$ cat config.mk
export PLATFORM = sky130hd
export DESIGN_NAME = nmea_sentence_checker_unit
export DESIGN_NICKNAME = d
export VERILOG_FILES = /design/src/rtl/nsc_pkg.sv /design/src/rtl/nsc_front.sv /design/src/rtl/nsc_fifo.sv /design/src/rtl/nsc_back.sv /design/src/rtl/nmea_sentence_checker_unit.sv
export SDC_FILE = /design/constraint.sdc
export NUM_CORES = 1
export LEC_CHECK = 0
export ABC_CLOCK_PERIOD_IN_PS = 8400
export BUFFER_PORTS_ARGS = -buffer_cell sky130_fd_sc_hd__buf_2
export CAP_MARGIN = 20
export CORE_MARGIN = 5
export CORE_UTILIZATION = 43
export CTS_BUF_LIST = sky130_fd_sc_hd__clkbuf_16
export CTS_CLUSTER_DIAMETER = 40
export DETAILED_ROUTE_END_ITERATION = 8
export PLACE_DENSITY_LB_ADDON = 0.05
export SETUP_SLACK_MARGIN = 0.05
export SLEW_MARGIN = 15
export SYNTH_ARGS = -nofsm -noshare
export SYNTH_HDL_FRONTEND = slang
export SYNTH_SLANG_ARGS = --single-unit
$ cat constraint.sdc
create_clock -name clk -period 8.4 [get_ports clk]
set_clock_uncertainty 0.2 [all_clocks]
set_input_delay 0.84 -clock clk [delete_from_list [all_inputs] [get_ports clk]]
set_output_delay 0.84 -clock clk [all_outputs]
set_load 0.05 [all_outputs]
$ cat src/rtl/nsc_pkg.sv
// Shared types and constants of the NMEA sentence checker.
`default_nettype none
package nsc_pkg;

	localparam int FIELD_MAX_DEF = 64;
	localparam int QDEPTH        = 2;

	localparam int CFG_IDX_W  = 2;
	localparam int CFG_DATA_W = 40;
	localparam int TYPE_W     = 40;
	localparam int FNUM_W     = 5;

	localparam logic [CFG_IDX_W-1:0] REG_SENTENCE_TYPE = 2'd0;
	localparam logic [CFG_IDX_W-1:0] REG_FIELD_NUMBER  = 2'd1;

	localparam logic [TYPE_W-1:0] SENTENCE_TYPE_RST = 40'h4750524D43;
	localparam logic [FNUM_W-1:0] FIELD_NUMBER_RST  = 5'd1;
	localparam logic [FNUM_W-1:0] COMMA_MAX         = 5'd31;
	localparam logic [2:0]        HDR_LEN           = 3'd5;

	localparam logic [7:0] CH_DOLLAR = 8'h24;
	localparam logic [7:0] CH_STAR   = 8'h2A;
	localparam logic [7:0] CH_COMMA  = 8'h2C;
	localparam logic [7:0] CH_CR     = 8'h0D;
	localparam logic [7:0] CH_LF     = 8'h0A;

	localparam logic ITEM_FIELD  = 1'b0;
	localparam logic ITEM_STATUS = 1'b1;

	typedef struct packed {
		logic [7:0] data;
		logic       dollar;
		logic       lf;
		logic       star;
		logic       comma;
		logic       term;
		logic [3:0] hex;
	} tok_t;

	typedef struct packed {
		logic kind;
		logic [7:0] ch;
		logic ck;
		logic ty;
		logic fo;
	} res_t;

endpackage
`default_nettype wire

$ cat src/rtl/nsc_front.sv
// Front end: takes received bytes and classifies them into tokens.
`default_nettype none
module nsc_front import nsc_pkg::*; (
	input  wire logic       push,
	input  wire logic [7:0] rx_byte,
	input  wire logic       q_full,
	output logic            full,
	output logic            q_push,
	output tok_t            tok
);

	function automatic logic [3:0] hex_value(input logic [7:0] b);
		logic [3:0] v;
		v = 4'd0;
		if (b >= 8'h30 && b <= 8'h39) v = b[3:0];
		else if ((b >= 8'h41 && b <= 8'h46) || (b >= 8'h61 && b <= 8'h66))
			v = 4'(b[2:0] + 3'd1) + 4'd8;
		return v;
	endfunction

	assign full   = q_full;
	assign q_push = push && !q_full;

	always_comb begin
		tok.data   = rx_byte;
		tok.dollar = rx_byte == CH_DOLLAR;
		tok.lf     = rx_byte == CH_LF;
		tok.star   = rx_byte == CH_STAR;
		tok.comma  = rx_byte == CH_COMMA;
		tok.term   = rx_byte == CH_COMMA || rx_byte == CH_STAR || rx_byte == CH_CR;
		tok.hex    = hex_value(rx_byte);
	end

endmodule
`default_nettype wire

$ cat src/rtl/nsc_fifo.sv
// Short token queue between the front and back ends.
`default_nettype none
module nsc_fifo import nsc_pkg::*; (
	input  wire logic clk,
	input  wire logic arst_n,
	input  wire logic wr_en,
	input  tok_t      wr_tok,
	output logic      q_full,
	input  wire logic rd_en,
	output logic      rd_valid,
	output tok_t      rd_tok
);

	localparam int PTR_W = (QDEPTH > 1) ? $clog2(QDEPTH) : 1;
	localparam int CNT_W = $clog2(QDEPTH + 1);
	localparam logic [PTR_W-1:0] PTR_LAST = PTR_W'(QDEPTH - 1);

	tok_t             mem_q [QDEPTH];
	logic [PTR_W-1:0] wptr_q, rptr_q;
	logic [CNT_W-1:0] cnt_q;

	assign q_full   = cnt_q == CNT_W'(QDEPTH);
	assign rd_valid = cnt_q != '0;
	assign rd_tok   = mem_q[rptr_q];

	always_ff @(posedge clk) begin
		if (wr_en) mem_q[wptr_q] <= wr_tok;
	end

	always_ff @(posedge clk or negedge arst_n) begin
		if (!arst_n) begin
			wptr_q <= '0;
			rptr_q <= '0;
			cnt_q  <= '0;
		end else begin
			if (wr_en) wptr_q <= (wptr_q == PTR_LAST) ? '0 : wptr_q + 1'b1;
			if (rd_en) rptr_q <= (rptr_q == PTR_LAST) ? '0 : rptr_q + 1'b1;
			if (wr_en && !rd_en) cnt_q <= cnt_q + 1'b1;
			else if (rd_en && !wr_en) cnt_q <= cnt_q - 1'b1;
		end
	end

endmodule
`default_nettype wire

$ cat src/rtl/nsc_back.sv
// Back end: line parser, checksum, header compare, field extract, result register.
`default_nettype none
module nsc_back import nsc_pkg::*; #(
	parameter int FIELD_MAX = FIELD_MAX_DEF
) (
	input  wire logic                  clk,
	input  wire logic                  arst_n,
	input  wire logic                  tok_valid,
	input  tok_t                       tok,
	output logic                       tok_pop,
	input  wire logic                  cfg_we,
	input  wire logic [CFG_IDX_W-1:0]  cfg_index,
	input  wire logic [CFG_DATA_W-1:0] cfg_data,
	input  wire logic                  out_pop,
	output logic                       out_valid,
	output res_t                       res
);

	localparam int LEN_W = $clog2(FIELD_MAX + 1);
	localparam logic [LEN_W-1:0] LEN_LIMIT = LEN_W'(FIELD_MAX - 1);

	typedef enum logic [5:0] {
		PH_START = 6'b000001,
		PH_SKIP  = 6'b000010,
		PH_BODY  = 6'b000100,
		PH_HEXHI = 6'b001000,
		PH_HEXLO = 6'b010000,
		PH_TAIL  = 6'b100000
	} phase_t;

	logic [TYPE_W-1:0] stype_q;
	logic [FNUM_W-1:0] fnum_q;

	phase_t            phase_q, phase_d;
	logic [7:0]        xor_q, xor_d, given_q, given_d;
	logic [2:0]        hpos_q, hpos_d;
	logic              heq_q, heq_d;
	logic [FNUM_W-1:0] cnt_q, cnt_d;
	logic [LEN_W-1:0]  len_q, len_d;
	logic              ended_q, ended_d, ovf_q, ovf_d;

	logic       out_valid_q;
	res_t       res_q, res_d;
	logic       emit, do_field, take;
	logic [7:0] want;

	assign take      = tok_valid && (!out_valid_q || out_pop);
	assign tok_pop   = take;
	assign out_valid = out_valid_q;
	assign res       = res_q;

	always_comb begin
		case (hpos_q)
			3'd0:    want = stype_q[39:32];
			3'd1:    want = stype_q[31:24];
			3'd2:    want = stype_q[23:16];
			3'd3:    want = stype_q[15:8];
			3'd4:    want = stype_q[7:0];
			default: want = 8'h00;
		endcase
	end

	always_comb begin
		phase_d  = phase_q;
		xor_d    = xor_q;
		given_d  = given_q;
		hpos_d   = hpos_q;
		heq_d    = heq_q;
		cnt_d    = cnt_q;
		len_d    = len_q;
		ended_d  = ended_q;
		ovf_d    = ovf_q;
		emit     = 1'b0;
		do_field = 1'b0;
		res_d    = '{kind: ITEM_FIELD, ch: tok.data, ck: 1'b0, ty: 1'b0, fo: 1'b0};
		case (phase_q)
			PH_START: begin
				if (tok.dollar) begin
					xor_d    = '0;
					given_d  = '0;
					hpos_d   = '0;
					heq_d    = 1'b1;
					cnt_d    = '0;
					len_d    = '0;
					ended_d  = 1'b0;
					ovf_d    = 1'b0;
					phase_d  = PH_BODY;
					do_field = 1'b1;
				end else if (!tok.lf) begin
					phase_d = PH_SKIP;
				end
			end
			PH_BODY, PH_HEXHI, PH_HEXLO, PH_TAIL: begin
				if (tok.lf) begin
					emit     = 1'b1;
					res_d.kind = ITEM_STATUS;
					res_d.ch   = 8'h00;
					res_d.ck   = (phase_q != PH_BODY) && (given_q == xor_q);
					res_d.ty   = (hpos_q == HDR_LEN) && heq_q;
					res_d.fo   = ended_q && !ovf_q;
					phase_d    = PH_START;
				end else begin
					if (hpos_q < HDR_LEN) begin
						if (want != tok.data) heq_d = 1'b0;
						hpos_d = hpos_q + 3'd1;
					end
					case (phase_q)
						PH_BODY: begin
							if (tok.star) phase_d = PH_HEXHI;
							else xor_d = xor_q ^ tok.data;
						end
						PH_HEXHI: begin
							given_d = {tok.hex, 4'h0};
							phase_d = PH_HEXLO;
						end
						PH_HEXLO: begin
							given_d = {given_q[7:4], tok.hex};
							phase_d = PH_TAIL;
						end
						default: ;
					endcase
					do_field = 1'b1;
				end
			end
			default: begin
				if (tok.lf) phase_d = PH_START;
			end
		endcase

		if (do_field) begin
			if (cnt_d == fnum_q && !ended_d) begin
				if (tok.term) begin
					ended_d = 1'b1;
				end else if (len_d < LEN_LIMIT) begin
					emit  = 1'b1;
					len_d = len_d + 1'b1;
				end else begin
					ovf_d = 1'b1;
				end
			end
			if (tok.comma && cnt_d < COMMA_MAX) cnt_d = cnt_d + 1'b1;
		end
	end

	always_ff @(posedge clk or negedge arst_n) begin
		if (!arst_n) begin
			stype_q <= SENTENCE_TYPE_RST;
			fnum_q  <= FIELD_NUMBER_RST;
		end else if (cfg_we) begin
			case (cfg_index)
				REG_SENTENCE_TYPE: stype_q <= cfg_data[TYPE_W-1:0];
				REG_FIELD_NUMBER:  fnum_q  <= cfg_data[FNUM_W-1:0];
				default: ;
			endcase
		end
	end

	always_ff @(posedge clk or negedge arst_n) begin
		if (!arst_n) begin
			phase_q     <= PH_START;
			xor_q       <= '0;
			given_q     <= '0;
			hpos_q      <= '0;
			heq_q       <= 1'b1;
			cnt_q       <= '0;
			len_q       <= '0;
			ended_q     <= 1'b0;
			ovf_q       <= 1'b0;
			out_valid_q <= 1'b0;
		end else begin
			if (take) begin
				phase_q <= phase_d;
				xor_q   <= xor_d;
				given_q <= given_d;
				hpos_q  <= hpos_d;
				heq_q   <= heq_d;
				cnt_q   <= cnt_d;
				len_q   <= len_d;
				ended_q <= ended_d;
				ovf_q   <= ovf_d;
			end
			if (take && emit) out_valid_q <= 1'b1;
			else if (out_pop) out_valid_q <= 1'b0;
		end
	end

	always_ff @(posedge clk) begin
		if (take && emit) res_q <= res_d;
	end

endmodule
`default_nettype wire

$ cat src/rtl/nmea_sentence_checker_unit.sv
// Top level of the NMEA sentence checker: front end, token queue, back end.
//
//   channel   handshake           payload
//   input     push / full         rx_byte
//   result    empty / pop         item_kind field_char checksum_ok type_match field_ok
//   config    cfg_valid/cfg_ready cfg_index cfg_data
//
// One byte per cycle unless pops stall; results pass the token queue and a register.
// The two-entry token queue and the one-entry result register absorb pop stalls.
// Full rises once both queue entries hold a token while the result waits unpopped.
// Reset clears the parser to line start and loads GPRMC and field 1.
// cfg_ready is always high.
`default_nettype none
module nmea_sentence_checker_unit import nsc_pkg::*; #(
	parameter int FIELD_MAX = FIELD_MAX_DEF
) (
	input  wire logic                  clk,
	input  wire logic                  arst_n,
	input  wire logic                  push,
	output logic                       full,
	input  wire logic [7:0]            rx_byte,
	output logic                       empty,
	input  wire logic                  pop,
	output logic                       item_kind,
	output logic [7:0]                 field_char,
	output logic                       checksum_ok,
	output logic                       type_match,
	output logic                       field_ok,
	input  wire logic                  cfg_valid,
	output logic                       cfg_ready,
	input  wire logic [CFG_IDX_W-1:0]  cfg_index,
	input  wire logic [CFG_DATA_W-1:0] cfg_data
);

	tok_t front_tok, q_tok;
	res_t res;
	logic q_full, q_push, q_valid, q_pop, out_valid;

	assign cfg_ready = 1'b1;

	nsc_front u_front (
		.push    (push),
		.rx_byte (rx_byte),
		.q_full  (q_full),
		.full    (full),
		.q_push  (q_push),
		.tok     (front_tok)
	);

	nsc_fifo u_fifo (
		.clk      (clk),
		.arst_n   (arst_n),
		.wr_en    (q_push),
		.wr_tok   (front_tok),
		.q_full   (q_full),
		.rd_en    (q_pop),
		.rd_valid (q_valid),
		.rd_tok   (q_tok)
	);

	nsc_back #(.FIELD_MAX(FIELD_MAX)) u_back (
		.clk       (clk),
		.arst_n    (arst_n),
		.tok_valid (q_valid),
		.tok       (q_tok),
		.tok_pop   (q_pop),
		.cfg_we    (cfg_valid && cfg_ready),
		.cfg_index (cfg_index),
		.cfg_data  (cfg_data),
		.out_pop   (pop && out_valid),
		.out_valid (out_valid),
		.res       (res)
	);

	assign empty       = !out_valid;
	assign item_kind   = res.kind;
	assign field_char  = res.ch;
	assign checksum_ok = res.ck;
	assign type_match  = res.ty;
	assign field_ok    = res.fo;

endmodule
`default_nettype wire

== Word level (Yosys, flattened, before mapping) ==
Memory sizes are Yosys's and may differ from the RTL's.
Index checks and enable logic that the tools add are counted.

* Muxes and demuxes: 67
* Equality and inequality tests: 33
* Bitwise operators: 1
* Add/sub/neg operators: 9
* Reduce and logical (&&, ||, !) cells: 41
* Order comparisons: 9

{| class="wikitable"
|+ Operator list
! operator !! number
|-
| $pmux W8 S2 || 3
|-
| $mux W7 || 6
|-
| $mux W8 || 5
|-
| $pmux W8 S5 || 1
|-
| $mux W6 || 5
|-
| $mux W1 || 29
|-
| $eq A8 B6 Y1 const B || 3
|-
| $mux W5 || 4
|-
| $pmux W6 S3 || 1
|-
| $reduce_and A6 Y1 || 3
|-
| $eq A8 B4 Y1 const B || 2
|-
| $ge A8 B7 Y1 const B || 2
|-
| $le A8 B7 Y1 const B || 2
|-
| $reduce_and A5 Y1 || 3
|-
| $logic_and A1 B1 Y1 || 14
|-
| $mux W12 || 1
|-
| $pmux W6 S2 || 1
|-
| $mux W11 || 1
|-
| $mux W3 || 3
|-
| $eq A8 B8 Y1 || 1
|-
| $ge A8 B6 Y1 const B || 1
|-
| $le A8 B6 Y1 const B || 1
|-
| $mux W4 || 2
|-
| $ne A2 B1 Y1 const B || 4
|-
| 41 further kinds || 62
|}

* Memories kept: 1
* Word-level logic and storage cells: 182
* Register bits: 102
* RAM bits: 34
* Input port bits: 55

{| class="wikitable"
|+ Memories
! memory !! words !! width !! read ports !! clocked after memory_dff !! wr ports !! line !! source
|-
| u_fifo.mem_q || 2 || 17 || 1 || 0 || 1 || nsc_fifo.sv:18 || <nowiki>tok_t mem_q [QDEPTH];</nowiki>
|}

== Logic depth before layout (Yosys ltp) ==
An unclocked memory read counts as a cell.

* Depth in word-level cells: 10
* Mapped depth: 11

== Modules after synthesis ==
A second synthesis with hierarchy kept.

* Cell total of the unflattened synthesis: 542
* Area total of the unflattened synthesis: 6698.9 sq um

{| class="wikitable"
|+ Modules (own cells, without submodules)
! module !! area each (sq um) !! cells each !! instances
|-
| nsc_back || 4855.9 || 425 || 1
|-
| nsc_fifo || 1466.4 || 69 || 1
|-
| nsc_front || 355.3 || 44 || 1
|-
| nmea_sentence_checker_unit || 21.3 || 4 || 1
|}

== Worst setup path before layout ==
OpenSTA, ideal clock, no wires.

* Path kind: register to register
* From: register u_fifo.rptr_q
* To: register u_back.res_q, in the netlist u_back.res[0] (enable)
* Data arrival time: 2.613 ns
* Period minus slack after synthesis: 3.193 ns
* Path buffers: 1
* Stages on the path, launching flop included: 9
* Path slack: 5.207 ns
* Cells stage by stage: dfrtp_1 -> mux2_4 -> or4_1 -> o32ai_1 -> a31oi_1 -> nor4b_2 -> buf_2 -> nor2_1 -> nor2_1

* Longest elaborated chain between the ends: 9
* Elaborated cells on any way between the ends: 21
* Classes of those cells: order compare (1); eq/ne (1); mux (15); reduce/logical (3); memory (1)

{| class="wikitable"
|+ RTL lines
! item !! line !! source
|-
| start: declaration || nsc_fifo.sv:19 || <nowiki>logic [PTR_W-1:0] wptr_q, rptr_q;</nowiki>
|-
| start signal: assignment || nsc_fifo.sv:37 || <nowiki>if (rd_en) rptr_q <= (rptr_q == PTR_LAST) ? '0 : rptr_q + 1'b1;</nowiki>
|-
| $mem_v2 Z2 W17 (*) || -- ||
|-
| $mux W7 || nsc_back.sv:78 || <nowiki>if (tok.dollar) begin</nowiki>
|-
| $mux W7 || nsc_back.sv:76 || <nowiki>case (phase_q)</nowiki>
|-
| $lt A7 B6 Y1 || nsc_back.sv:134 || <nowiki>end else if (len_d < LEN_LIMIT) begin</nowiki>
|-
| $mux W1 || nsc_back.sv:134 ||
|-
| $mux W1 || nsc_back.sv:132 || <nowiki>if (tok.term) begin</nowiki>
|-
| $mux W1 || nsc_back.sv:131 || <nowiki>if (cnt_d == fnum_q && !ended_d) begin</nowiki>
|-
| $mux W1 (*) || nsc_back.sv:130 || <nowiki>if (do_field) begin</nowiki>
|-
| $logic_and A1 B1 Y1 (*) || nsc_back.sv:188 || <nowiki>if (take && emit) res_q <= res_d;</nowiki>
|-
| end signal: assignment || nsc_back.sv:188 ||
|-
| end: declaration || nsc_back.sv:43 || <nowiki>res_t res_q, res_d;</nowiki>
|}

Every way passes the cells marked *; elsewhere a longest branch is shown, timed or not.
A chain may end at the register's enable or synchronous reset.

== Worst setup path in the final report ==
* From: register u_fifo.rptr_q
* To: register u_back.res_q, in the netlist u_back.res[1] (enable)

Same word-level chain as after synthesis.

==> flow_summary.yaml <==
routing:
  num_vias: 4586
  drt_drc_violations_left: 0
  drt-pass1-iter-count: 5
  post_drt_via_cell_ratio: 5.55
  ant_nets: 0
  route.final.wire_length_um: 14600
  starting_drt_drc_count: 331
  route.detailed.wl_per_inst_um: 17.6
die:
  floorplan.initialDensity_pct: 43.6
  placement_rows: 45
  core-area_mm2: 0.0151
  die_y_um: 134
  die_area_mm2: 0.0179
  design.portCount: 70
  chipWidth_um: 134
synthesis:
  mean_instance_size_in_the_synthesized_netlist_um2: 11.7
  post_synth_xor_area_fraction_pct: 3.30
  synth_top_cells_by_count: "sky130_fd_sc_hd__dfrtp_1 (71), sky130_fd_sc_hd__mux2_2 (53), sky130_fd_sc_hd__edfxtp_1 (46)"
  synthFlopType: "sky130_fd_sc_hd__dfrtp_1"
  async_flop_share_pct: 66.2
  yosys.area_share.simple_pct: 11.8
  synth_edf_count: 46
  yosys.cell_count.top_type: "sky130_fd_sc_hd__dfrtp_1"
  post_synth_fa_ha_maj_area_fraction_pct: 2.46
  combinational_family_with_the_most_area_after_synthesis: "compound AO/OA/AOI/OAI gates"
  synth.area.mux_share_pct: 11.7
  post_synthesis_compound_gate_area_fraction_pct: 12.1
  mappedNetlistArea_mm2: 0.00660
  mappedNetlistNets: 630
  yosys.area.top_type_share_pct: 26.9
  yosys_register_bits: 136
  synth_top_cell_by_area: "sky130_fd_sc_hd__dfrtp_1"
  synth_cell_types: 67
  syn_inst: 562
  yosys_warnings: 0
  synthTopCellsByArea: "sky130_fd_sc_hd__dfrtp_1 (27%), sky130_fd_sc_hd__edfxtp_1 (21%), sky130_fd_sc_hd__mux2_2 (9.0%), sky130_fd_sc_hd__dfstp_2 (7.6%), sky130_fd_sc_hd__o21ai_0 (3.0%)"
  yosysSeqAreaShare_pct: 55.4
global_route:
  globalRoute.totalOverflow: 0
  first_global_vias: 4748
  grt_util_all_layers_pct: 17.1
  antenna_violations_before_repair: 0
  grt_start_max_net_pins: 49
  grt_first_pass_wirelength_um: 24300
sta:
  slew_headroom_pct: 32.9
  setup_viol: 0
  final-hold-violation-count: 0
  post-route-period-util_pct: 50.9
  max_freq_mhz: 234
  hold_slack_ns: 0.204
  finalMaxSlewViolations: 0
  timing.final.ws_setup_ns: 4.12
  setup_tns_ns: 0
  unrepaired_setup_endpoints_after_global_routing: "no"
  min_period_ns: 4.28
  worst_pin_slew_ns: 1.00
power:
  power-per-cell-area_mw_per_mm2: 334
  irDropWorstVdd_mv: 0.169
  total_leakage_power_uw: 0.00319
flow_run:
  max_cap_viol_count: 0
critical_path:
  critical_path.max_stage_delay_ns: 1.00
  crit_path_cell_trace: "mux2_2, nand4b_1, and2_1, o211ai_1, nor4b_2, nor2_1, nor2_1, buf_4"
  critical_path_required_ns: 8.31
  critical_path_arrival_ns: 4.19
  cpMaxStageDelayCell: "sky130_fd_sc_hd__dfrtp_1"
  startpoint_type: "flop"
  cp_max_fo: 21
  cpMostUsedCell: "sky130_fd_sc_hd__nor2_1"
  critical_setup_path_class: "reg2reg"
  crit_end_category: "flop"
clock_network:
  cts.hold.buffers_added: 0
  number_of_post_cts_setup_repair_buffers: 0
  clk_transition_reported_paths_ns: 0.06
  tritoncts_clock_tree: "built"
  total_clock_sinks: 136
  cts.htree.levels: 4
  worst_skew_pair.late_latency_ns: 0.42
  postCtsResizedCells: 0
  cts_made_buffers: 17
  ctsRootBufferMaster: "sky130_fd_sc_hd__clkbuf_16"
  clockBufferDepth: 2
cells_and_area:
  num-nets-final: 693
  syn2layout_area_growth_pct: 15.6
  share_of_post_route_cells_with_drive_strength_above_1_pct: 29.5
  antenna_diode_count: 0
  fin_area_mm2: 0.00763
  post_layout_instance_count_excluding_filler_cells: 826
placed_design:
  place_worst_setup_slack_ns: 3.65
  placement.io_buffers: 68
  place.gp.congestion: 0.836
  placed_cells: 793
  placed_area_mm2: 0.00707
  detailedPlacementHpwl_um: 10500
worst_hold_path:
  holdCritPathClass: "in2async"
status:
  outcome: "completed"
path summary, 6_finish.rpt:
path | endpoint | slack [ns] | from | cells after the start
max in group asynchronous | u_back.xor_q[3] | 6.77 | arst_n | 2
max reg2reg | u_back.res[1] | 4.12 | u_fifo.rptr_q | 8
max | u_back.res[1] | 4.12 | u_fifo.rptr_q | 8
min reg2reg | u_back.len_q[1] | 0.29 | u_back.len_q[1] | 1
min in group clk | u_back.len_q[1] | 0.29 | u_back.len_q[1] | 1
min | u_back.fnum_q[2] | 0.20 | arst_n | 1
layer usage:
| layer | track usage [%] | wire (µm) | vias to the layer above |
|---|---|---|---|
| met5 | 0 | 0 | - |
| met2 | 28.2 | 7120 | 115 |
| met1 | 22.7 | 6690 | 2249 |
| met3 | 3.49 | 618 | 13 |
| met4 | 5.54 | 133 | 0 |
| li1 | - | - | 2209 |
cell families (layout without fill, tap and decap cells):
logic type / count (synthesis) / in the layout
simple gates: 150 / 150
flops: 136 / 136
compound gates: 119 / 119
mux: 70 / 70
buf+inv: 49 / 125
xor+xnor: 24 / 24
fa+ha+maj: 13 / 13
other cells: 1 / 1
metrics by stage:
step	total power [µW]	util [%]
global route	2720	50.4
CTS	2580	50.3
global placement	1860	46.7
floorplan	1640	-
finish	2550	50.4
detailed placement	1870	46.7
critical path, delay by kind of cell, from the launching register on:
kind | cells | cell delay (ns)
multiplexers | 1 | 0.44
AO/OA/AOI/OAI | 1 | 0.13
AND/OR/NAND/NOR | 5 | 1.92
buffers and inverters | 1 | 0.25
flip-flops | 1 | 1.00
final cells by class:
cell class / instances / area, µm²
clock inverters: 15 / 126
fillers: 1344 / 7510
inverters: 21 / 78.8
well taps: 188 / 235
flip-flops and latches: 136 / 3660
repair buffers: 72 / 373
multi-input cells: 377 / 2740
clock buffers: 17 / 425
flip-flops by register name (all words and copies together) (netlist names), 2 cells and up:
| signal | count |
|---|---|
| u_back.given_q | 8 |
| u_back.stype_q | 40 |
| u_back.res | 12 |
| u_back.cnt_q | 5 |
| u_back.len_q | 7 |
| u_back.xor_q | 8 |
| u_fifo.mem_q | 34 |
| u_back.fnum_q | 5 |
| u_back.hpos_q | 3 |
| u_fifo.cnt_q | 2 |
| u_back.phase_q | 6 |
power by group:
group	leakage, µW	switching [µW]	internal, µW
Combinational	0.00138	514	344
Sequential	0.00154	128	871
Clock	0.000268	308	388
cell usage in the layout (no fill, tap or decap), types with 17 or more instances in the layout:
| cell | synthesis | layout |
|---|---|---|
| sky130_fd_sc_hd__mux2_2 | 53 | 53 |
| sky130_fd_sc_hd__nor2_1 | 41 | 41 |
| sky130_fd_sc_hd__inv_1 | 20 | 20 |
| sky130_fd_sc_hd__dfstp_2 | 19 | 19 |
| sky130_fd_sc_hd__o21ai_0 | 40 | 40 |
| sky130_fd_sc_hd__a21oi_1 | 20 | 20 |
| sky130_fd_sc_hd__nand2_1 | 32 | 32 |
| sky130_fd_sc_hd__dfrtp_1 | 71 | 71 |
| sky130_fd_sc_hd__buf_2 | 5 | 67 |
| sky130_fd_sc_hd__clkbuf_16 | 0 | 17 |
| sky130_fd_sc_hd__edfxtp_1 | 46 | 46 |
(Power assumes the default switching activity.)
